`src/rtl/rpr_pkg.sv`:
```
`timescale 1ns / 1ps
// ----------------------------------------------------------------------------
// rpr_pkg: shared types and constants of the rotary position rotator
// Payload structs, widths, the CORDIC arctangent table and the gain constant.
// ----------------------------------------------------------------------------
package rpr_pkg;

  localparam int PAIRS          = 64;
  localparam int DATA_BITS      = 16;
  localparam int CORDIC_STAGES  = 16;

  localparam int PAIR_IDX_BITS  = 6;
  localparam int POS_BITS       = 16;
  localparam int FREQ_BITS      = 32;
  localparam int ADDR_BITS      = (PAIRS > 1) ? $clog2(PAIRS) : 1;

  // scaled input word, datapath word with headroom, phase residual word
  localparam int W_BITS         = DATA_BITS + 16;
  localparam int CW             = W_BITS + 2;
  localparam int ZW             = FREQ_BITS + 1;

  localparam int QUEUE_DEPTH    = 4;

  localparam int GAIN_BITS      = 31;
  localparam logic signed [GAIN_BITS-1:0] GAIN_COMP = 31'sh26DD3B6A;

  typedef enum logic {
    FUNC_LOAD   = 1'b0,
    FUNC_ROTATE = 1'b1
  } func_e;

  typedef struct packed {
    func_e                         func;
    logic [PAIR_IDX_BITS-1:0]      pair_index;
    logic [POS_BITS-1:0]           position;
    logic [FREQ_BITS-1:0]          freq_word;
    logic signed [DATA_BITS-1:0]   x_in;
    logic signed [DATA_BITS-1:0]   y_in;
  } rpr_in_t;

  typedef struct packed {
    logic signed [DATA_BITS-1:0]   x_out;
    logic signed [DATA_BITS-1:0]   y_out;
    logic                          saturated;
  } rpr_out_t;

  typedef struct packed {
    logic [FREQ_BITS-1:0]          phase;
    logic signed [W_BITS-1:0]      wx;
    logic signed [W_BITS-1:0]      wy;
  } rpr_work_t;

  typedef struct packed {
    logic can_push;
    logic has_data;
  } rpr_qstat_t;

  // atan(2^-i) / 2pi in 0.32 turns
  function automatic logic [FREQ_BITS-1:0] atan_turn(input logic [4:0] i);
    logic [FREQ_BITS-1:0] a;
    unique case (i)
      5'd0:  a = 32'h20000000;
      5'd1:  a = 32'h12E4051E;
      5'd2:  a = 32'h09FB385B;
      5'd3:  a = 32'h051111D4;
      5'd4:  a = 32'h028B0D43;
      5'd5:  a = 32'h0145D7E1;
      5'd6:  a = 32'h00A2F61E;
      5'd7:  a = 32'h00517C55;
      5'd8:  a = 32'h0028BE53;
      5'd9:  a = 32'h00145F2F;
      5'd10: a = 32'h000A2F98;
      5'd11: a = 32'h000517CC;
      5'd12: a = 32'h00028BE6;
      5'd13: a = 32'h000145F3;
      5'd14: a = 32'h0000A2FA;
      5'd15: a = 32'h0000517D;
      5'd16: a = 32'h000028BE;
      5'd17: a = 32'h0000145F;
      5'd18: a = 32'h00000A30;
      5'd19: a = 32'h00000518;
      5'd20: a = 32'h0000028C;
      5'd21: a = 32'h00000146;
      5'd22: a = 32'h000000A3;
      5'd23: a = 32'h00000051;
      5'd24: a = 32'h00000029;
      5'd25: a = 32'h00000014;
      5'd26: a = 32'h0000000A;
      5'd27: a = 32'h00000005;
      5'd28: a = 32'h00000003;
      5'd29: a = 32'h00000001;
      5'd30: a = 32'h00000001;
      default: a = 32'h00000000;
    endcase
    return a;
  endfunction

endpackage

```
`src/rtl/rpr_queue.sv`:
```
`timescale 1ns / 1ps
// ----------------------------------------------------------------------------
// rpr_queue: short FIFO between the front and the CORDIC back end
// Takes a push in the same cycle as a pop even when full.
// ----------------------------------------------------------------------------
module rpr_queue (
  input  logic                clk_i,
  input  logic                rst_ni,
  input  logic                push_i,
  input  rpr_pkg::rpr_work_t  push_data_i,
  input  logic                pop_i,
  output rpr_pkg::rpr_work_t  head_o,
  output rpr_pkg::rpr_qstat_t stat_o
);

  localparam int PTR_BITS = (rpr_pkg::QUEUE_DEPTH > 1) ? $clog2(rpr_pkg::QUEUE_DEPTH) : 1;
  localparam int CNT_BITS = $clog2(rpr_pkg::QUEUE_DEPTH + 1);
  localparam logic [CNT_BITS-1:0] DEPTH_C = CNT_BITS'(rpr_pkg::QUEUE_DEPTH);
  localparam logic [PTR_BITS-1:0] LAST_C  = PTR_BITS'(rpr_pkg::QUEUE_DEPTH - 1);

  rpr_pkg::rpr_work_t    mem_q [rpr_pkg::QUEUE_DEPTH];
  logic [PTR_BITS-1:0]   wr_ptr_q, wr_ptr_d;
  logic [PTR_BITS-1:0]   rd_ptr_q, rd_ptr_d;
  logic [CNT_BITS-1:0]   count_q, count_d;
  logic                  do_push;
  logic                  do_pop;

  assign stat_o.has_data = (count_q != '0);
  assign stat_o.can_push = (count_q != DEPTH_C) || pop_i;
  assign do_push         = push_i && stat_o.can_push;
  assign do_pop          = pop_i && stat_o.has_data;
  assign head_o          = mem_q[rd_ptr_q];

  always_comb begin
    wr_ptr_d = wr_ptr_q;
    rd_ptr_d = rd_ptr_q;
    count_d  = count_q;
    if (do_push) begin
      wr_ptr_d = (wr_ptr_q == LAST_C) ? '0 : wr_ptr_q + 1'b1;
    end
    if (do_pop) begin
      rd_ptr_d = (rd_ptr_q == LAST_C) ? '0 : rd_ptr_q + 1'b1;
    end
    if (do_push && !do_pop) begin
      count_d = count_q + 1'b1;
    end else if (do_pop && !do_push) begin
      count_d = count_q - 1'b1;
    end
  end

  always_ff @(posedge clk_i or negedge rst_ni) begin
    if (!rst_ni) begin
      wr_ptr_q <= '0;
      rd_ptr_q <= '0;
      count_q  <= '0;
    end else begin
      wr_ptr_q <= wr_ptr_d;
      rd_ptr_q <= rd_ptr_d;
      count_q  <= count_d;
    end
  end

  always_ff @(posedge clk_i) begin
    if (do_push) begin
      mem_q[wr_ptr_q] <= push_data_i;
    end
  end

  a_count_bound: assert property (@(posedge clk_i) disable iff (!rst_ni)
    count_q <= DEPTH_C)
    else $error("queue count beyond depth");

  a_push_grows: assert property (@(posedge clk_i) disable iff (!rst_ni)
    (do_push && !do_pop) |=> (count_q == $past(count_q) + 1'b1))
    else $error("queue push lost");

  a_empty_ptrs: assert property (@(posedge clk_i) disable iff (!rst_ni)
    (count_q == '0) |-> (rd_ptr_q == wr_ptr_q))
    else $error("queue pointers disagree while empty");

endmodule

```
`config.mk`:
```
export PLATFORM = sky130hd
export DESIGN_NAME = rpr_queue
export DESIGN_NICKNAME = d
export VERILOG_FILES = /design/src/rtl/rpr_pkg.sv /design/src/rtl/rpr_queue.sv
export SDC_FILE = /design/constraint.sdc
export NUM_CORES = 1
export LEC_CHECK = 0
export ABC_AREA = 1
export BUFFER_PORTS_ARGS = -buffer_cell sky130_fd_sc_hd__buf_2
export CORE_ASPECT_RATIO = 1.5
export CORE_MARGIN = 1
export CORE_UTILIZATION = 52
export CTS_CLUSTER_DIAMETER = 100
export DETAILED_ROUTE_END_ITERATION = 8
export GPL_ROUTABILITY_DRIVEN = 1
export PLACE_DENSITY_LB_ADDON = 0.15
export SYNTH_ARGS = -nofsm -noshare
export SYNTH_HDL_FRONTEND = slang
export SYNTH_SLANG_ARGS = --single-unit
```
`constraint.sdc`:
```
create_clock -name clk_i -period 5 [get_ports clk_i]
set_input_delay 0 -clock clk_i [delete_from_list [all_inputs] [get_ports clk_i]]
set_output_delay 0 -clock clk_i [all_outputs]
set_load 0.01 [all_outputs]
```
=== Yosys cells after proc, flatten, opt, wreduce, memory -nomap -nowiden ===
Memories as Yosys holds them, arrays and structs flattened.
Cells that the tools add are included.

* Bits in registers: 7
* Memory bits (writable): 384
* Input bits: 100
* Output and inout port bits: 98
* Word-level logic and storage cells: 26
* Memories kept: 1

{| class="wikitable"
|+ Memory list
! name !! depth !! bits a word !! rd ports !! clocked after memory_dff !! wr ports !! RTL line !! RTL
|-
| mem_q || 4 || 96 || 1 || 0 || 1 || rpr_queue.sv:21 || <nowiki>rpr_pkg::rpr_work_t mem_q [rpr_pkg::QUEUE_DEPTH];</nowiki>
|}

* Add/subtract/negate cells: 4
* Eq/ne operators: 3
* Muxes and demuxes: 6
* Reduce and logical (&&, ||, !) cells: 9

{| class="wikitable"
|+ Operator list
! operator !! count
|-
| 3-bit two-way mux || 2
|-
| 2-bit by 1-bit adder with 2-bit output (second input constant) || 2
|-
| 2-bit == test (second input constant) || 2
|-
| 1-bit logical AND || 4
|-
| 2-bit two-way mux || 2
|-
| 3-bit by 1-bit adder with 3-bit output (second input constant) || 1
|-
| 3-bit != test (second input constant) || 1
|-
| 3-bit nonzero test || 1
|-
| 3-bit by 1-bit subtractor with 3-bit output (second input constant) || 1
|-
| 1-bit zero test || 2
|-
| 1-bit two-way mux || 2
|-
| 2-bit nonzero test || 1
|-
| 1-bit logical OR || 1
|}

=== Logic depth before layout (Yosys ltp) ===
* Depth in word-level cells: 7
* Gate-level depth with buffers: 13

=== Least setup slack after synthesis ===
Ideal clock, no wire load.

* Path type: reg-to-reg
* From: reg count_q[2]
* To: mem mem_q[0][0] in the netlist's numbering, enable pin
* Setup time: 0.552 ns
* Data arrival time: 4.793 ns
* Data required time: 4.448 ns
* Setup slack: -0.345 ns
* Stages on the path, launching flop included: 6
* Cell sequence: dfrtp_1 inv_1 nor2_1 nand2_1 nand2_1 nor2_1

{| class="wikitable"
|+ RTL lines
! what !! RTL line !! RTL
|-
| start: declaration || rpr_queue.sv:24 || <nowiki>logic [CNT_BITS-1:0] count_q, count_d;</nowiki>
|-
| start signal: assignment || rpr_queue.sv:59 || <nowiki>count_q <= count_d;</nowiki>
|-
| end: declaration || rpr_queue.sv:21 ||
|}

==> results by group <==
Clocking
  • CTS Buffer Depth: 3
  • CTS tree: built
  • Clock Latency Late Sink: 510 ps
  • Worst-path clk slew: around 60 ps
  • CTS Root Cell: clkbuf_16
  • Post-CTS Setup Inserts: 0
  • Clock buffer count from CTS: 35
  • CTS H-tree depth: 2
  • CTS Sinks: 391

Floorplanning
  • Area of the core: 29500 sq um
  • Die area: between 30000 and 40000 sq um
  • Die width: 143 um
  • Initial Util: 0.529
  • IO Pins: 198
  • Die height: 214 um
  • # rows: 77

STA
  • Worst Clk Skew: 12.5 ps
  • Tcrit/Tclk final: 0.529
  • Post-route setup TNS: 0 ps
  • Min Tclk post-route: 2640 ps
  • Worst slew margin: 0.410
  • Worst setup margin: between 2000 and 2500 ps
  • Unrepaired setup endpoints after global routing: no
  • Fin. max-slew vios: 0
  • Final hold violation count: 0
  • Final setup violating endpoints: 0
  • Worst Tran Pin Value: 884 ps
  • Fmax: approximately 0.38 GHz

Critical path
  • Worst reg2reg setup slack: 2560 ps
  • CP max FO: 84
  • Worst Path Required: 5000 ps
  • Worst r2r path cells: 6
  • CP endpoint kind: primary output
  • Worst Path Arrival: 2640 ps
  • Reg-to-Reg End: mem_q[3][12]
  • Reg2reg start: count_q[2]
  • Startpoint Class: flip-flop
  • CP Class: flip-flop to primary output

Flow run
  • Reported max-cap violation count: 0

Synthesis
  • Synth top area cells: edfxtp_1 (74%), nand2_1 (5.1%), inv_1 (4.9%)
  • Unique masters post-synth: 20
  • Most frequent cell after synthesis: edfxtp_1
  • Mapped Cells: 1179
  • Number of flops mapped to enable cells by yosys: 384
  • Seq/Total Area, Yosys: 0.751
  • Fraction of registers with async set/reset: 0.0179
  • #FFs+latches synth: 391
  • Post-synth top area cell: edfxtp_1
  • Mapped Avg Cell Area: 13.2 sq um
  • Post-synth top flop: edfxtp_1
  • Top cells by count, synth: edfxtp_1 (384), nand2_1 (211), inv_1 (203), o211ai_1 (96), a21oi_1 (95)
  • Syn_nets: 1286
  • Top-area cell type share of the netlist area: 0.740
  • Netlist Area Pre-Place: 15600 sq um
  • Ys Warns: 0

Route
  • 1st-iter DRT viols: between 400 and 500
  • Detail-routed via count per cell: 4.98
  • DRC violations left: 0
  • Final ANT Viol Nets: 0
  • Final wirelength: 29400 um
  • Drt pass-1 iters: 4
  • WL per Instance: 15.6 um
  • Vias: 9380

Min path
  • Hold Path Depth: 2
  • Worst hold path startpoint: push_data_i[81]
  • Hold Path Sink: mem_q[2][81]
  • Min-Delay Path Class: input port to flip-flop

Final layout
  • Layout Nets: 1567
  • Storage cell area: 11700 sq um
  • Multi-input logic area: 2670 sq um
  • Fill count: 2274
  • Layout Area Growth over Synthesis: 20.6%
  • Share of cells above drive strength 1: 0.173

Placement
  • Detailed placer's ending HPWL: 16400 um
  • Final RePlAce weighted congestion: 0.749
  • Pre-CTS setup slack: 2540 ps
  • I/O Buffers: 197

Run status
  • Outcome: finished, final reports clean

Power and ir drop
  • Maximum VDD drop: 0.000545 V
  • P per Cell Area: 549 nW/um^2
  • Final Power: 0.0103 W
  • Pleak: 7.45 nW

GRT
  • GRT Total Usage: 0.195
  • Initial antenna violation count: 3
  • Vias in the first global route: roughly 9000
  • First-pass GRT wire length: 46000 um
  • GRT overflow: 0
  • Pin count of the biggest net entering global routing: 169
critical path: stages, from the launching register on:
cell and delay (ps):
dfrtp_4 800, buf_4 730, a21oi_1 160, o21ai_1 110
nand2_1 100, buf_2 150
timing repair:
action                    in CTS  in global routing
hold buffers                 101                  0
hold endpoints to repair     395                  0
gates resized for setup        0                  0
cell usage in the layout, fill, tap and decap left out:
cell             n
edfxtp_1       384
nand2_1        211
inv_1          203
buf_2          197
dlygate4sd3_1  101
o211ai_1        96
a21oi_1         95
o21ai_1         69
clkbuf_16       37
o21ai_0         27
clkinv_1        11
clkbuf_1         8
ha_1             6
buf_4            6
nand3_1          5
dfrtp_1          5
nor2_1           4
nor2_4           4
clkinv_2         4
buf_12           4
diode_2          2
clkinvlp_4       2
dfrtp_4          2
a21oi_2          1
xnor2_1          1
nand4_1          1
fa_1             1
area by class of cell:
type | count | share of cell area
clock buffers | 45 | 0.0508
diodes | 2 | 0.000266
flip-flops and latches | 391 | 0.623
multi-input cells | 521 | 0.142
repair buffers | 308 | 0.113
inverters | 203 | 0.0405
well taps | 395 | 0.0263
clock inverters | 17 | 0.00406
cells by family after synthesis:
kind of cell | Yosys count | share of synthesized area
AOI/OAI and AO/OA | 288 | 0.108
xor gates and xnor gates | 1 | 0.000562
adders and majority gates | 7 | 0.00610
buffers and inverters | 267 | 0.0796
DFF | 391 | 0.751
and+or+nand+nor | 225 | 0.0547
routing by layer:
| metal | track usage | wire length (um) | vias to the layer above |
|---|---|---|---|
| met1 | 0.244 | 12400 | 4462 |
| li1 | - | - | 4660 |
| met2 | 0.333 | 14800 | 199 |
| met5 | 0 | 10 | - |
| met3 | 0.0346 | 1240 | 57 |
| met4 | 0.0766 | 901 | 2 |
worst max path at each step:
stage / start / endpoint / slack [ps]
after floorplan: count_q[2] / mem_q[0][0] / -340
after global placement: count_q[2] / mem_q[3][64] / 2590
after detailed placement: count_q[2] / mem_q[3][64] / 2540
after CTS: rd_ptr_q[0] / head_o[63] / 2350
after global routing: rd_ptr_q[0] / head_o[60] / 2110
final: rd_ptr_q[0] / head_o[60] / 2360
registers in the layout, indices dropped and copies added (netlist names):
signal,flops
mem_q,384
count_q,3
rd_ptr_q,2
wr_ptr_q,2
power by group:
group | internal [W] | leakage, nW | switching [W]
sequential | 0.00429 | 3.60 | 0.000291
combinational | 0.00115 | 3.35 | 0.00216
clock | 0.00135 | 0.499 | 0.00109
per-stage QoR:
step	area [sq um]	util	hold slack [ps]	std cells
after global routing	18800	0.638	225	1882
after detailed placement	16800	0.568	-153	1717
final	18800	0.638	236	1882
after floorplan	15600	-	-296	1179
after CTS	18800	0.638	208	1880
after global placement	16800	0.568	-154	1717
Note: power is estimated with default switching activity, not from simulation.
