==> src/rtl/rpr_pkg.sv <==
`timescale 1ns / 1ps
// ----------------------------------------------------------------------------
// rpr_pkg: shared types and constants of the rotary position rotator
// Payload structs, widths, the CORDIC arctangent table and the gain constant.
// ----------------------------------------------------------------------------
package rpr_pkg;

  localparam int PAIRS          = 64;
  localparam int DATA_BITS      = 16;
  localparam int CORDIC_STAGES  = 16;

  localparam int PAIR_IDX_BITS  = 6;
  localparam int POS_BITS       = 16;
  localparam int FREQ_BITS      = 32;
  localparam int ADDR_BITS      = (PAIRS > 1) ? $clog2(PAIRS) : 1;

  // scaled input word, datapath word with headroom, phase residual word
  localparam int W_BITS         = DATA_BITS + 16;
  localparam int CW             = W_BITS + 2;
  localparam int ZW             = FREQ_BITS + 1;

  localparam int QUEUE_DEPTH    = 4;

  localparam int GAIN_BITS      = 31;
  localparam logic signed [GAIN_BITS-1:0] GAIN_COMP = 31'sh26DD3B6A;

  typedef enum logic {
    FUNC_LOAD   = 1'b0,
    FUNC_ROTATE = 1'b1
  } func_e;

  typedef struct packed {
    func_e                         func;
    logic [PAIR_IDX_BITS-1:0]      pair_index;
    logic [POS_BITS-1:0]           position;
    logic [FREQ_BITS-1:0]          freq_word;
    logic signed [DATA_BITS-1:0]   x_in;
    logic signed [DATA_BITS-1:0]   y_in;
  } rpr_in_t;

  typedef struct packed {
    logic signed [DATA_BITS-1:0]   x_out;
    logic signed [DATA_BITS-1:0]   y_out;
    logic                          saturated;
  } rpr_out_t;

  typedef struct packed {
    logic [FREQ_BITS-1:0]          phase;
    logic signed [W_BITS-1:0]      wx;
    logic signed [W_BITS-1:0]      wy;
  } rpr_work_t;

  typedef struct packed {
    logic can_push;
    logic has_data;
  } rpr_qstat_t;

  // atan(2^-i) / 2pi in 0.32 turns
  function automatic logic [FREQ_BITS-1:0] atan_turn(input logic [4:0] i);
    logic [FREQ_BITS-1:0] a;
    unique case (i)
      5'd0:  a = 32'h20000000;
      5'd1:  a = 32'h12E4051E;
      5'd2:  a = 32'h09FB385B;
      5'd3:  a = 32'h051111D4;
      5'd4:  a = 32'h028B0D43;
      5'd5:  a = 32'h0145D7E1;
      5'd6:  a = 32'h00A2F61E;
      5'd7:  a = 32'h00517C55;
      5'd8:  a = 32'h0028BE53;
      5'd9:  a = 32'h00145F2F;
      5'd10: a = 32'h000A2F98;
      5'd11: a = 32'h000517CC;
      5'd12: a = 32'h00028BE6;
      5'd13: a = 32'h000145F3;
      5'd14: a = 32'h0000A2FA;
      5'd15: a = 32'h0000517D;
      5'd16: a = 32'h000028BE;
      5'd17: a = 32'h0000145F;
      5'd18: a = 32'h00000A30;
      5'd19: a = 32'h00000518;
      5'd20: a = 32'h0000028C;
      5'd21: a = 32'h00000146;
      5'd22: a = 32'h000000A3;
      5'd23: a = 32'h00000051;
      5'd24: a = 32'h00000029;
      5'd25: a = 32'h00000014;
      5'd26: a = 32'h0000000A;
      5'd27: a = 32'h00000005;
      5'd28: a = 32'h00000003;
      5'd29: a = 32'h00000001;
      5'd30: a = 32'h00000001;
      default: a = 32'h00000000;
    endcase
    return a;
  endfunction

endpackage

==> src/rtl/rpr_ram.sv <==
`timescale 1ns / 1ps
// ----------------------------------------------------------------------------
// rpr_ram: generic single-port RAM
// One read or write per cycle, registered read data held while not reading.
// ----------------------------------------------------------------------------
module rpr_ram #(
  parameter int WIDTH = 32,
  parameter int DEPTH = 64,
  parameter int AW    = (DEPTH > 1) ? $clog2(DEPTH) : 1
) (
  input  logic             clk_i,
  input  logic             we_i,
  input  logic             re_i,
  input  logic [AW-1:0]    addr_i,
  input  logic [WIDTH-1:0] wdata_i,
  output logic [WIDTH-1:0] rdata_o
);

  logic [WIDTH-1:0] mem_q [DEPTH];
  logic [WIDTH-1:0] rdata_q;

  always_ff @(posedge clk_i) begin
    if (we_i) begin
      mem_q[addr_i] <= wdata_i;
    end
    if (re_i) begin
      rdata_q <= mem_q[addr_i];
    end
  end

  assign rdata_o = rdata_q;

endmodule

==> src/rtl/rpr_front.sv <==
`timescale 1ns / 1ps
// ----------------------------------------------------------------------------
// rpr_front: input side of the rotator
// Accepts transactions, writes table loads, looks up the frequency of a
// rotate, forms the phase and the gain-scaled pair and pushes them on.
// ----------------------------------------------------------------------------
module rpr_front (
  input  logic               clk_i,
  input  logic               rst_ni,
  input  logic               in_valid_i,
  output logic               in_stall_o,
  input  rpr_pkg::rpr_in_t   in_data_i,
  output logic               push_o,
  output rpr_pkg::rpr_work_t push_data_o,
  input  logic               push_ok_i
);

  localparam int PW = rpr_pkg::DATA_BITS + rpr_pkg::GAIN_BITS;
  localparam logic signed [PW-1:0] ROUND = PW'(32'sd8192);

  logic                                  accept;
  logic                                  idx_ok;
  logic                                  ram_we;
  logic                                  ram_re;
  logic [rpr_pkg::FREQ_BITS-1:0]         ram_rdata;
  logic [rpr_pkg::FREQ_BITS-1:0]         freq;
  logic signed [PW-1:0]                  px;
  logic signed [PW-1:0]                  py;

  logic                                  s1_valid_q;
  logic                                  s1_hit_q;
  logic [rpr_pkg::POS_BITS-1:0]          s1_pos_q;
  logic signed [rpr_pkg::DATA_BITS-1:0]  s1_x_q;
  logic signed [rpr_pkg::DATA_BITS-1:0]  s1_y_q;

  assign in_stall_o = s1_valid_q && !push_ok_i;
  assign accept     = in_valid_i && !in_stall_o;
  assign idx_ok     = int'(in_data_i.pair_index) < rpr_pkg::PAIRS;
  assign ram_we     = accept && (in_data_i.func == rpr_pkg::FUNC_LOAD) && idx_ok;
  assign ram_re     = accept && (in_data_i.func == rpr_pkg::FUNC_ROTATE);

  rpr_ram #(
    .WIDTH (rpr_pkg::FREQ_BITS),
    .DEPTH (rpr_pkg::PAIRS)
  ) u_freq_ram (
    .clk_i   (clk_i),
    .we_i    (ram_we),
    .re_i    (ram_re),
    .addr_i  (rpr_pkg::ADDR_BITS'(in_data_i.pair_index)),
    .wdata_i (in_data_i.freq_word),
    .rdata_o (ram_rdata)
  );

  always_ff @(posedge clk_i or negedge rst_ni) begin
    if (!rst_ni) begin
      s1_valid_q <= 1'b0;
    end else if (!in_stall_o) begin
      s1_valid_q <= ram_re;
    end
  end

  always_ff @(posedge clk_i) begin
    if (ram_re) begin
      s1_hit_q <= idx_ok;
      s1_pos_q <= in_data_i.position;
      s1_x_q   <= in_data_i.x_in;
      s1_y_q   <= in_data_i.y_in;
    end
  end

  assign freq = s1_hit_q ? ram_rdata : '0;
  assign px   = PW'(s1_x_q) * PW'(rpr_pkg::GAIN_COMP) + ROUND;
  assign py   = PW'(s1_y_q) * PW'(rpr_pkg::GAIN_COMP) + ROUND;

  assign push_o            = s1_valid_q;
  assign push_data_o.phase = rpr_pkg::FREQ_BITS'(s1_pos_q) * freq;
  assign push_data_o.wx    = rpr_pkg::W_BITS'(px >>> 14);
  assign push_data_o.wy    = rpr_pkg::W_BITS'(py >>> 14);

endmodule

==> config.mk <==
export PLATFORM = sky130hd
export DESIGN_NAME = rpr_front
export DESIGN_NICKNAME = d
export VERILOG_FILES = /design/src/rtl/rpr_pkg.sv /design/src/rtl/rpr_ram.sv /design/src/rtl/rpr_front.sv
export SDC_FILE = /design/constraint.sdc
export NUM_CORES = 2
export LEC_CHECK = 0
export ABC_AREA = 1
export BUFFER_PORTS_ARGS = -buffer_cell sky130_fd_sc_hd__buf_2
export CAP_MARGIN = 20
export CORE_MARGIN = 4
export CORE_UTILIZATION = 45
export CTS_BUF_LIST = sky130_fd_sc_hd__clkbuf_4 sky130_fd_sc_hd__clkbuf_8
export DETAILED_ROUTE_END_ITERATION = 8
export SYNTH_ARGS = -nofsm -noshare
export SYNTH_HDL_FRONTEND = slang
export SYNTH_HIERARCHICAL = 1
export SYNTH_SLANG_ARGS = --single-unit
==> constraint.sdc <==
create_clock -name clk_i -period 9.38 [get_ports clk_i]
set_input_delay 1.407 -clock clk_i [delete_from_list [all_inputs] [get_ports clk_i]]
set_output_delay 1.407 -clock clk_i [all_outputs]
set_load 0.01 [all_outputs]
# After elaboration in Yosys (flattened, before gate mapping)
# Memories as Yosys holds them, arrays and structs flattened. A register that Yosys moved wholly into a read port is not among the register bits.
# Index checks and enable logic that the tools add are counted.
dict set report totals {
  reg_bits 49
  latch_bits 0
  ram_bits 2048
  romBits 0
  output_inout_bits 98
  wordCells 19
  n_memories 1
}
dict set report op_classes {
  n_addsub 2
  n_mul 3
  div 0
  n_lt_le_gt_ge 0
  n_eq_ne 0
  shift 0
  n_mux 2
  bitwise 1
  n_reduce_logical 6
}
# name depth width read_ports rd_clocked_by_memory_dff wr line
set memory_table {}
lappend memory_table {u_freq_ram.mem_q 64 32 1 1 1 rpr_ram.sv:19} ;# logic [WIDTH-1:0] mem_q [DEPTH];
# cell count
set ops {}
lappend ops {{$add A46 B15 Y46 const B} 2}
lappend ops {{$mul A16 B30 Y45 const B} 2}
lappend ops {{$mul A16 B32 Y32} 1}
lappend ops {{$logic_and A1 B1 Y1} 4}
lappend ops {{$logic_not A1 Y1} 2}
lappend ops {{$mux W1} 2}
lappend ops {{$not A1 Y1} 1}

# Longest topological paths before layout
dict set report logic_depth {
  ltp_word 7
  ltp_mapped 33
  mapped_depth_nobuf 32
}

# Cells and area by module
# Netlist, hierarchy kept.
# module n_inst cells_each area_per_inst_um2 seq_area_each_um2
set modules_own_cells {}
lappend modules_own_cells {rpr_ram 1 8440 86823.3 62459.9}
lappend modules_own_cells {rpr_front 1 4747 35094.9 1466.4}

# Worst setup path after synthesis
# No wires, ideal clock.
dict set report synth_timing {
  path_type {register -> output}
  from {reg s1_pos_q[2] (netlist name)}
  to {out push_data_o[92] (netlist name)}
  arrival_ps 5837
  required_time_ps 7973
  slack_ps 2136
  stages_incl_launch_ff 25
  path_buffers 2
  cell_sequence {edfxtp_1 clkbuf_1 buf_1 nand2_1 fa_1 inv_1 fa_1 inv_1 fa_1 inv_1 fa_1 inv_1 fa_1 inv_1 fa_1 ha_1 a21oi_1 o21ai_0 a21oi_1 nand3_1 a21o_1 a21boi_0 o21ai_0 nand2_1 nand2_1}
}
# element line
set synth_lines {}
lappend synth_lines {{start: declaration} rpr_front.sv:32} ;# logic [rpr_pkg::POS_BITS-1:0] s1_pos_q;
lappend synth_lines {{start signal: assignment} rpr_front.sv:65} ;# s1_pos_q <= in_data_i.position;
lappend synth_lines {{end: declaration} rpr_front.sv:14} ;# output rpr_pkg::rpr_work_t push_data_o,

==> results.toml <==
[outcome]
status = "complete, no violations"

[clock_tree]
path_clk_slew_ns = 0.06
hold_buffers = 0
clkSinkCount = 2129
cts_root_buf = "clkbuf_8"
tritoncts = "built"
clk_latency_ns = 1.05
numCtsBuffers = 360
clock_path_buffers = 4
htreeDepth = 5

[pwr]
totalPowerFinal_mw = 46.6
power_leakage_nw = 61.7
powerDensity_nw_per_um2 = 350
vdd_drop_max_uv = 608

[die]
start_util_pct = 45.3
die-area_um2 = 279000
rows = 190
ios = 189
chipWidth_um = 529
die_y_um = 529
core_area_um2 = 269000

[synthesis]
synth_simple_gate_area_share_pct = 24.6
synth_top_area_share_pct = 52.4
synth_fa_ha_area_share_pct = 14.7
synth_area_leader_cell = "edfxtp_1"
yosysSeqAreaShare_pct = 52.4
synth-xor-area-share_pct = 0.774
ys_types = 43
synth-compound-area-share_pct = 0.690
syn-instance-count = 13200
syn_area_um2 = 122000
avgSynthCellArea_um2 = 9.25
synth.area.mux_share_pct = 0
synth_top_family_by_area = "simple AND/OR/NAND/NOR gates"
synth_nets = 14300
synth.area.top_cells = "edfxtp_1 52%, nand2_1 22%, fa_1 11%"
yosysWarnings = 6
synth_seq_cells = 2129

[setup_path]
crit_path_start_kind = "register"
cp_common_cell = "inv_1"
rr_startpoint = "push_o$_DFFE_PN0N_"
cp_max_fo = 6
critPathTopFamily = "adder cells"
critPathRequiredTime_ns = 7.97
cp.arrival_ns = 7.57
reg2reg_slack_ns = 5.81
critPathKind = "reg -> out"
cp_slowest_cell = "fa_1"
path_buf_inv = 7
crit_chain = "ha_1 > inv_1 > fa_1 > fa_1 > fa_1 > inv_1 > fa_1 > fa_1 > ha_1 > nand2_2 > inv_1 > nand2_1 > nand2_1 > inv_1 > nand3_2 > xor2_2 > ha_1 > inv_1 > nor2_4 > inv_1 > nor3_4 > xor2_1 > buf_2"
r2r_cells = 8
cp-end-kind = "primary output"
critPathMaxStageDelay_ns = 0.59
r2r_end = "u_freq_ram/mem_q[30][16]$_DFFE_PP_"

[grt]
antenna_found_initial = 20
grt_util_met3_pct = 3.53
overflow = 0
track_usage_pct = 25.3
grtUsageMet2_pct = 41.4
grt.busiest_layer = "met2"
grt_max_degree = 190
use_met1_pct = 34.4
grt_pass1_vias = 83300
grt_pass1_wl_mm = 532

[final_layout]
final_area_um2 = 133000
finalNonFillerCells = 17200
layout-drive-gt1-share_pct = 8.38
nNetsFinal = 14500
area_delta_synth_final_pct = 9.34

[place]
port_buffers = 188
place_area_um2 = 127000
routabilityCongestion = 0.934
dpl.hpwl_mm = 223
dp_cells = 16500

[timing]
rsz0062_at_grt = "false"
max_freq_mhz = 111
tns_ns = 0
slew_headroom_pct = 24.0
setup_viol = 0
skew_ns = 0.111
worst_slew_pin_slew_ns = 1.14
final-hold-violation-count = 0
post-route-min-period_ns = 8.97
period_share_pct = 95.7
drv_slew = 0

[route]
ant_nets = 0
drc = 0
first_pass_iters = 6
routed_via_density = 5.05
drt-total-wl_mm = 358
drt-initial-drc-count = 8257
vias = 86600
routedWlPerCell_um = 20.8

[worst_hold_path]
worst_hold_path_type = "in -> async"

[flow_run]
max_cap_violations = 0
==> logic make-up after synthesis <==
kind of cell | after synthesis
buffers and inverters | 2035
XOR/XNOR | 106
AO/OA/AOI/OAI | 150
flip-flops | 2129
adder cells (fa/ha/maj) | 1043
AND/OR/NAND/NOR | 7724
==> area by class of cell <==
type / count / area (um^2)
Antenna cell: 11 / 27.5
Clock buffer: 487 / 5930
Clock inverter: 139 / 764
Fill cell: 25200 / 136000
Inverter: 1467 / 5530
Multi-Input combinational cell: 9023 / 50300
Sequential cell: 2129 / 63900
Tap cell: 3552 / 4440
Timing Repair Buffer: 363 / 2410
==> worst max-delay path by stage <==
stage	start	end	slack [ns]	cells past startpoint
5_1_grt	s1_y_q[6]$_DFFE_PP_	push_data_o[11]	0.006	23
4_1_cts	s1_y_q[3]$_DFFE_PP_	push_data_o[11]	0.19	23
2_1_floorplan	s1_pos_q[2]$_DFFE_PP_	push_data_o[92]	2.14	24
3_3_place_gp	s1_y_q[3]$_DFFE_PP_	push_data_o[11]	1.27	23
3_5_place_dp	s1_y_q[3]$_DFFE_PP_	push_data_o[11]	1.34	23
6_report	s1_y_q[6]$_DFFE_PP_	push_data_o[11]	0.41	23
==> metrics by stage <==
step / hold WS [ns] / utilization (%) / setup slack (ns)
global route: 0.127 / 49.6 / 0.00553
detailed placement: 0.576 / 47.1 / 1.34
floorplan: 0.603 / - / 2.14
finish: 0.221 / 49.6 / 0.406
global placement: 0.570 / 47.1 / 1.27
CTS: 0.0896 / 49.6 / 0.194
==> cell usage after synthesis (all sizes together) <==
cell type	number
xnor2	33
nand3b	26
o21bai	14
a41oi	1
fa	654
a21oi	88
nand4	67
xor2	73
dfrtp	1
nor3b	3
a21o	9
a31oi	1
a211oi	1
o21ai	26
o211ai	7
clkbuf	216
inv	1467
o22ai	1
o221ai	1
buf	352
nor2	407
nand2	7048
edfxtp	2128
a21boi	1
nor3	22
nand3	136
ha	389
nor4	4
or2	11
==> metal layers <==
metal | part of all wire (%) | up-vias
li1 | - | 41300
met1 | 42 | 41800
met2 | 47 | 3001
met3 | 7.2 | 596
met4 | 4.1 | 4
met5 | 0.0092 | -
==> where the power goes <==
group	total, mW	switching, mW	internal, mW
combinational	28.0	18.7	9.34
clock	7.95	3.82	4.13
sequential	10.6	0.0764	10.5
total	46.6	22.6	24.0
==> cell usage in the layout (no fill, tap or decap), types with 14 or more instances in the layout <==
master    count
buf_4       166
clkinv_2     26
nand2_1    6994
clkbuf_4    123
xor2_1       71
o21ai_0      24
nor2_2       60
inv_2        15
nand3b_1     26
nand4_1      67
buf_2       184
ha_1        388
edfxtp_1   2128
o21bai_1     14
nor2_4       74
a21oi_1      88
nand2_2      52
nor2_1      273
clkbuf_8    364
nand3_1     130
clkinv_1     87
xnor2_1      33
fa_1        654
inv_1      1449
==> state kept, by name, indices dropped and copies added (netlist names) <==
name and flops:
u_freq_ram/rdata_o 32, s1_x_q 16, s1_pos_q 16, u_freq_ram/mem_q 2048, s1_y_q 16, push_o 1
==> worst reg2reg max path, delay by kind of cell (launching register included) <==
kind,cells,cell delay [ns]
compound gates,1,0.18
buf+inv,4,1.24
simple gates,3,1.44
flops,1,0.37
==> repair_timing <==
action / in CTS / in global routing
setup endpoints to repair: 0 / 4
setup buffers: 0 / 5
endpoints found under the hold margin: 0 / 0
gates resized for setup: 0 / 1
(Power assumes the default switching activity.)
